==> config.mk <==
export PLATFORM = sky130hd
export DESIGN_NAME = bpa_ctrl
export DESIGN_NICKNAME = d
export VERILOG_FILES = /design/src/sv/bpa_pkg.sv /design/src/sv/bpa_ctrl.sv
export SDC_FILE = /design/constraint.sdc
export NUM_CORES = 1
export LEC_CHECK = 0
export ABC_AREA = 1
export BUFFER_PORTS_ARGS = -buffer_cell sky130_fd_sc_hd__buf_4
export CAP_MARGIN = 20
export CORE_MARGIN = 5
export CORE_UTILIZATION = 46
export CTS_BUF_LIST = sky130_fd_sc_hd__clkbuf_16
export DETAILED_ROUTE_END_ITERATION = 10
export PLACE_DENSITY_LB_ADDON = 0.15
export SETUP_SLACK_MARGIN = 0.15
export SLEW_MARGIN = 20
export SYNTH_ARGS = -nofsm -noshare
export SYNTH_HDL_FRONTEND = slang
export SYNTH_SLANG_ARGS = --single-unit
==> constraint.sdc <==
create_clock -name clk -period 1.24 [get_ports clk]
set_input_delay 0.248 -clock clk [delete_from_list [all_inputs] [get_ports clk]]
set_output_delay 0.248 -clock clk [all_outputs]
set_load 0.005 [all_outputs]
==> src/sv/bpa_pkg.sv <==
// ----------------------------------------------------------------------------
// bpa_pkg
// Shared types and constants of the buddy page allocator with chunk pool.
// ----------------------------------------------------------------------------
package bpa_pkg;

    localparam int FRAME_BITS  = 14;
    localparam int FRAME_COUNT = 1 << FRAME_BITS;
    localparam int MAX_ORDER   = 14;
    localparam int ORD_W       = 4;
    localparam int PAGE_SHIFT  = 12;
    localparam int CHUNK_SHIFT = 9;
    localparam int CHUNK_BYTES = 1 << CHUNK_SHIFT;
    localparam int CHUNK_BITS  = PAGE_SHIFT - CHUNK_SHIFT;
    localparam int CHUNKS      = 1 << CHUNK_BITS;
    localparam int USED_W      = CHUNK_BITS + 1;
    localparam int ADDR_W      = 26;
    localparam int SIZE_W      = 27;
    localparam int PAGES_W     = SIZE_W - PAGE_SHIFT + 1;
    localparam int IN_W        = 56;
    localparam int OUT_W       = 32;

    localparam logic REQ_ALLOC = 1'b0;
    localparam logic REQ_FREE  = 1'b1;
    localparam logic ST_DONE   = 1'b0;
    localparam logic ST_OOM    = 1'b1;

    // one frame's bookkeeping word
    typedef struct packed {
        logic                  head;
        logic                  free;
        logic [ORD_W-1:0]      order;
        logic [USED_W-1:0]     used;
        logic [CHUNKS-1:0]     map;
    } word_t;

    typedef struct packed {
        logic ready;
        logic load;
        logic clr;
        logic scan_rd;
        logic scan_ev;
        logic split;
        logic take;
        logic free_rd;
        logic free_ev;
        logic merge_rd;
        logic merge_ev;
        logic merge_lo;
        logic fail;
        logic finish;
    } cmd_t;

    typedef struct packed {
        logic clr_last;
        logic is_free;
        logic too_big;
        logic chunk_hit;
        logic exact;
        logic scan_last;
        logic found_now;
        logic split_more;
        logic fb_go;
        logic merge_top;
        logic buddy_ok;
        logic out_free;
    } stat_t;

endpackage

==> src/sv/bpa_ctrl.sv <==
// ----------------------------------------------------------------------------
// bpa_ctrl
// Sequencer for clearing, block walk, split, chunk take, free and merge.
// ----------------------------------------------------------------------------
module bpa_ctrl (
    input  logic           clk,
    input  logic           rst_n,
    input  logic           s_tvalid,
    input  bpa_pkg::stat_t stat,
    output bpa_pkg::cmd_t  cmd
);
    import bpa_pkg::*;

    typedef enum logic [12:0] {
        S_CLEAR    = 13'b0000000000001,
        S_IDLE     = 13'b0000000000010,
        S_DISPATCH = 13'b0000000000100,
        S_SCAN_RD  = 13'b0000000001000,
        S_SCAN_EV  = 13'b0000000010000,
        S_SPLIT    = 13'b0000000100000,
        S_TAKE     = 13'b0000001000000,
        S_FREE_RD  = 13'b0000010000000,
        S_FREE_EV  = 13'b0000100000000,
        S_MERGE_RD = 13'b0001000000000,
        S_MERGE_EV = 13'b0010000000000,
        S_MERGE_LO = 13'b0100000000000,
        S_DONE     = 13'b1000000000000
    } state_t;

    state_t state_reg, state_next;

    always_comb
    begin
        state_next = state_reg;
        cmd        = '0;
        case (state_reg)
            S_CLEAR:
            begin
                cmd.clr = 1'b1;
                if (stat.clr_last)
                    state_next = S_IDLE;
            end
            S_IDLE:
            begin
                cmd.ready = 1'b1;
                if (s_tvalid)
                begin
                    cmd.load   = 1'b1;
                    state_next = S_DISPATCH;
                end
            end
            S_DISPATCH:
            begin
                if (stat.is_free)
                    state_next = S_FREE_RD;
                else if (stat.too_big)
                begin
                    cmd.fail   = 1'b1;
                    state_next = S_DONE;
                end
                else
                    state_next = S_SCAN_RD;
            end
            S_SCAN_RD:
            begin
                cmd.scan_rd = 1'b1;
                state_next  = S_SCAN_EV;
            end
            S_SCAN_EV:
            begin
                cmd.scan_ev = 1'b1;
                if (stat.chunk_hit)
                    state_next = S_TAKE;
                else if (stat.exact)
                    state_next = S_SPLIT;
                else if (stat.scan_last)
                begin
                    if (stat.found_now)
                        state_next = S_SPLIT;
                    else
                    begin
                        cmd.fail   = 1'b1;
                        state_next = S_DONE;
                    end
                end
                else
                    state_next = S_SCAN_RD;
            end
            S_SPLIT:
            begin
                cmd.split = 1'b1;
                if (!stat.split_more)
                    state_next = S_DONE;
            end
            S_TAKE:
            begin
                cmd.take   = 1'b1;
                state_next = S_DONE;
            end
            S_FREE_RD:
            begin
                cmd.free_rd = 1'b1;
                state_next  = S_FREE_EV;
            end
            S_FREE_EV:
            begin
                cmd.free_ev = 1'b1;
                state_next  = stat.fb_go ? S_MERGE_RD : S_DONE;
            end
            S_MERGE_RD:
            begin
                if (stat.merge_top)
                    state_next = S_DONE;
                else
                begin
                    cmd.merge_rd = 1'b1;
                    state_next   = S_MERGE_EV;
                end
            end
            S_MERGE_EV:
            begin
                cmd.merge_ev = 1'b1;
                state_next   = stat.buddy_ok ? S_MERGE_LO : S_DONE;
            end
            S_MERGE_LO:
            begin
                cmd.merge_lo = 1'b1;
                state_next   = S_MERGE_RD;
            end
            S_DONE:
            begin
                if (stat.out_free)
                begin
                    cmd.finish = 1'b1;
                    state_next = S_IDLE;
                end
            end
            default:
            begin
                state_next = S_IDLE;
            end
        endcase
    end

    always_ff @(posedge clk or negedge rst_n)
    begin
        if (!rst_n)
            state_reg <= S_CLEAR;
        else
            state_reg <= state_next;
    end

endmodule

Word-level counts from Yosys, hierarchy flattened
Cells that the tools add are included.
{"block": "word_totals", "wordCells": 55, "out_inout_bits": 14, "input_bits": 15, "regBits": 13}
{"block": "op_classes", "eq_ne": 17, "mux": 36, "n_reduce_logical": 1}
{"operator": "13-bit 2-to-1 mux", "count": 13}
{"operator": "13-bit case mux with 13 select lines", "count": 1}
{"operator": "1-bit 2-to-1 mux", "count": 20}
{"operator": "13-bit by 1-bit equality test with 1-bit output, second input constant", "count": 1}
{"operator": "13-bit by 10-bit equality test with 1-bit output, second input constant", "count": 1}
{"operator": "13-bit by 11-bit equality test with 1-bit output, second input constant", "count": 1}
{"operator": "13-bit by 12-bit equality test with 1-bit output, second input constant", "count": 1}
{"operator": "13-bit equality test, second input constant", "count": 1}
{"operator": "13-bit by 2-bit equality test with 1-bit output, second input constant", "count": 1}
{"operator": "13-bit by 3-bit equality test with 1-bit output, second input constant", "count": 1}
{"operator": "13-bit by 4-bit equality test with 1-bit output, second input constant", "count": 1}
{"operator": "13-bit by 5-bit equality test with 1-bit output, second input constant", "count": 1}
{"operator": "13-bit by 6-bit equality test with 1-bit output, second input constant", "count": 1}
{"operator": "13-bit by 7-bit equality test with 1-bit output, second input constant", "count": 1}
{"operator": "13-bit by 8-bit equality test with 1-bit output, second input constant", "count": 1}
{"operator": "13-bit by 9-bit equality test with 1-bit output, second input constant", "count": 1}
{"operator": "2-bit != test, second input constant", "count": 4}
{"operator": "4-bit AND reduction", "count": 1}
{"operator": "2-bit 2-to-1 mux", "count": 1}
{"operator": "1-bit case mux with 2 select lines", "count": 1}

Logic depth before layout (Yosys ltp)
{"block": "logic_depth", "ltp_word": 5, "depth_mapped": 12}

Worst setup path before layout
Ideal clock, no wire load.
{"block": "synth_timing", "path_kind": "reg2out", "start": "reg state_reg[0]", "end": "out cmd[12] (netlist name)", "setup_slack_ns": -0.151, "arrival_time_ns": 1.143, "path_buffers": 0, "path_stages_with_launch": 9, "cell_sequence": "dfstp_2 nor2_4 nand2_4 nor2_2 nand2_4 inv_2 nand2_2 nand2_2 nor3_1"}
{"item": "start, declared", "line": "bpa_ctrl.sv:30", "rtl": "state_t state_reg, state_next;"}
{"item": "start signal, assigned", "line": "bpa_ctrl.sv:150", "rtl": "state_reg <= state_next;"}
{"item": "end, declared", "line": "bpa_ctrl.sv:10", "rtl": "output bpa_pkg::cmd_t cmd"}

==> flow_metrics.py <==
metrics = {
    "logic_synthesis": {
        "post_synth_main_area_contributors": "dfrtp_1 (29%), inv_1 (11%), nand2_1 (10%), nor2_1 (9.9%), nor2_4 (5.5%)",
        "most_instantiated_library_cell_after_synthesis": "inv_1",
        "yosys.area_share.simple_pct": 52.0,
        "synthesis.area_sq_mm": 0.00102,
        "asyncSetResetFlopFracSynth_pct": 100,
        "synth_top_cell_area_share_pct": 29.4,
        "synth_top_family_by_area": "simple AND/OR/NAND/NOR gates",
        "synthAdderAreaFrac_pct": 0,
        "synthXorXnorAreaFrac_pct": 0,
        "synth-compound-area-share_pct": 2.94,
        "synth_commonest_cells": "inv_1 (29), nand2_1 (28), nor2_1 (27)",
        "ys_seq_area_share_pct": 32.0,
        "syn_area_per_cell_sq_um": 6.94,
        "post_synth_inst_count": 147,
        "synthesis.nets": 162,
        "synth_enable_flop_cells": 0,
        "ys_warn_count": 0,
        "ys_seq_elements": 13,
        "yosysUniqueCellTypes": 26,
        "ys_dominant_reg_cell": "dfrtp_1",
        "yosys-mux-area-fraction_pct": 0,
        "post-synth-top-area-cell": "dfrtp_1",
    },
    "power_and_ir_drop": {
        "p_int_w": 0.00187,
        "sw_frac_of_total_pct": 43.0,
        "power.static_leakage_nw": 1.18,
        "ir_drop_mv": 1.74,
        "fin_total_pwr_w": 0.00328,
        "p_switching_w": 0.00141,
        "seqPwrFrac_pct": 16.8,
        "share_clk_of_total_power_pct": 20.0,
        "share_comb_of_total_power_pct": 63.2,
        "power.density_cell_area_mw_per_mm2": 1560,
    },
    "finish": {
        "postLayoutCellArea_sq_mm": 0.00210,
        "drive_above_1_share_pct": 69.2,
        "finalNetCount": 250,
        "antennaDiodeCount": 0,
        "largest_register_ffs": 13,
        "area.growth.synth_to_final_pct": 106,
    },
    "setup_path": {
        "critical_path.reg2reg.startpoint": "state_reg[9]",
        "cp_max_fo": 3,
        "critical_path_data_arrival_time_ns": 1.72,
        "reg2reg_slack_ns": -0.68,
        "r2r.worst_path.cells": 13,
        "setup.worst_path.class": "register to output pin",
        "crit_required_ns": 0.99,
        "timing.critical_path.to_type": "output pin",
        "start_kind": "register",
        "cp-endpoint": "cmd[12]",
        "critPathLaunch": "state_reg[9]",
        "worst_r2r_endpoint": "state_reg[12]",
    },
    "run": {
        "cap_violations": 0,
    },
    "global_route": {
        "grt_pass1_vias": 1417,
        "groute.usage.overall_pct": 27.1,
        "first_pass_grt_wire_length_um": 6760,
        "globalRoute.totalOverflow": 0,
        "grt_max_degree": 14,
        "grt_antenna_before_repair": 1,
    },
    "floorplan": {
        "coreArea_sq_mm": 0.00217,
        "chipWidth_um": 57.1,
        "start_util_pct": 47.0,
        "num_io_pins": 29,
        "rows": 17,
        "fp.dieH_um": 57.1,
        "fp.dieArea_sq_mm": 0.00326,
    },
    "drt": {
        "drt-total-wl_um": 6560,
        "route.detailed.vias_per_inst": 6.07,
        "detailed_router_iteration_count_before_antenna_repair": 9,
        "drt_drc": 0,
        "first_iter_violations": 186,
        "via_count": 1590,
        "drt.antenna.violating_nets": 0,
        "detail_route.wl_per_cell_um": 25.1,
    },
    "clock_tree": {
        "cts.sink_count": 13,
        "cts.root.buffer_cell": "clkbuf_16",
        "cts_max_path_buffers": 2,
        "cts_made_buffers": 3,
        "clock_tree_from_tritoncts": "done",
        "worst_skew_pair.late_latency_ns": 0.26,
        "ctsHtreeMaxLevel": 1,
        "reg_clk_slew_reported_paths_ns": 0.05,
    },
    "placed_design": {
        "portBuffers": 28,
        "placement.cell_area_sq_mm": 0.00146,
        "hpwl_um": 2140,
        "place_ws_ns": -0.307,
        "globalplace.congestion": 0.800,
    },
    "sta": {
        "slew_violations": 0,
        "slew-limit-headroom_pct": 75.8,
        "hold_violations": 0,
        "hold-worst-slack_ns": 0.184,
        "setup_viol": 27,
        "final_critical_path_setup_slack_ns": -0.729,
        "fmax_mhz": 508,
        "finClkSkew_ns": 0.00291,
        "worst-slew-pin-transition_ns": 0.362,
        "min_period_ns": 1.97,
        "finalCritPeriodShare_pct": 159,
        "rsz0062_at_grt": "yes",
    },
    "status": {
        "run_status": "finished with violations",
        "violations_in_the_final_reports": "negative setup slack",
    },
    "worst_hold_path": {
        "hold_class": "primary input to register",
        "holdCritStartpoint": "stat[2]",
    },
}
==> layer usage <==
layer | share of wire, % | up-vias | track usage, %
li1 | - | 619 | -
met1 | 32 | 737 | 29.8
met2 | 46 | 154 | 49.3
met3 | 10 | 78 | 6.11
met4 | 12 | 2 | 12.3
met5 | 0.12 | - | 0
==> stage by stage <==
stage                     std cells  utilization, %  TNS (ns)
after floorplan                 147               -    -0.315
after global placement          223            67.3     -2.69
after detailed placement        223            67.3     -3.20
after CTS                       253            89.6     -8.12
after global routing            262            96.9    -13.35
final                           262            96.9    -12.80
==> cell type report <==
| class | instances | area, sq um |
|---|---|---|
| fill | 33 | 66.3 |
| clock buffer | 3 | 75.1 |
| multi-input combinational | 101 | 777 |
| clock inverter | 1 | 3.75 |
| inverter | 32 | 128 |
| sequential | 13 | 328 |
| timing repair buffer | 84 | 757 |
| tap | 28 | 35.0 |
==> cell families after synthesis <==
| group | count (synthesis) |
|---|---|
| DFF | 13 |
| AOI/OAI and AO/OA | 5 |
| buffers and inverters | 33 |
| and+or+nand+nor | 96 |
==> worst max-delay path: stages (launching register included) <==
cell,delay (ns)
dfrtp_1,0.44
nor2_4,0.21
nand2_1,0.13
nor2_1,0.21
nand3_2,0.14
o21ai_4,0.12
nor3_2,0.08
buf_4,0.14
==> placed cells by master (no fill, tap or decap), types with 2 or more instances in the layout <==
cell type and count:
nor3_4 2, nand2_4 10, nand3_1 8, clkbuf_16 3
inv_1 17, nor2_4 15, nand3_2 3, nor2_1 12
nand4_1 2, buf_6 33, dfrtp_1 11, nand2_2 9
buf_4 50, nor2_2 10, nand2_1 17, inv_2 14
nand3_4 2
==> how the worst min path moves through the flow <==
| stage | to | slack [ns] | depth (start not counted) |
|---|---|---|---|
| floorplan | state_reg[10] | -0.05 | 0 |
| global placement | state_reg[6] | 0.10 | 1 |
| detailed placement | state_reg[6] | 0.11 | 1 |
| CTS | state_reg[10] | 0.18 | 2 |
| global route | state_reg[10] | 0.19 | 2 |
| finish | state_reg[10] | 0.18 | 2 |
==> power by group through the flow <==
stage	registers [W]	logic [W]	clock network, W
3_3_place_gp	0.000534	0.00109	0
3_5_place_dp	0.000537	0.00112	0
5_1_grt	0.000547	0.00213	0.000665
6_report	0.000550	0.00207	0.000655
2_1_floorplan	0.000533	0.000752	0
4_1_cts	0.000529	0.00167	0.000612
==> repair_timing <==
item	in CTS	in global routing
pin swaps	18	17
hold buffers	1	0
setup buffers	25	9
hold endpoints to repair	12	0
resized for setup	54	31
endpoints found under the setup margin	27	27
No activity file was read; power rests on OpenSTA's default activity.
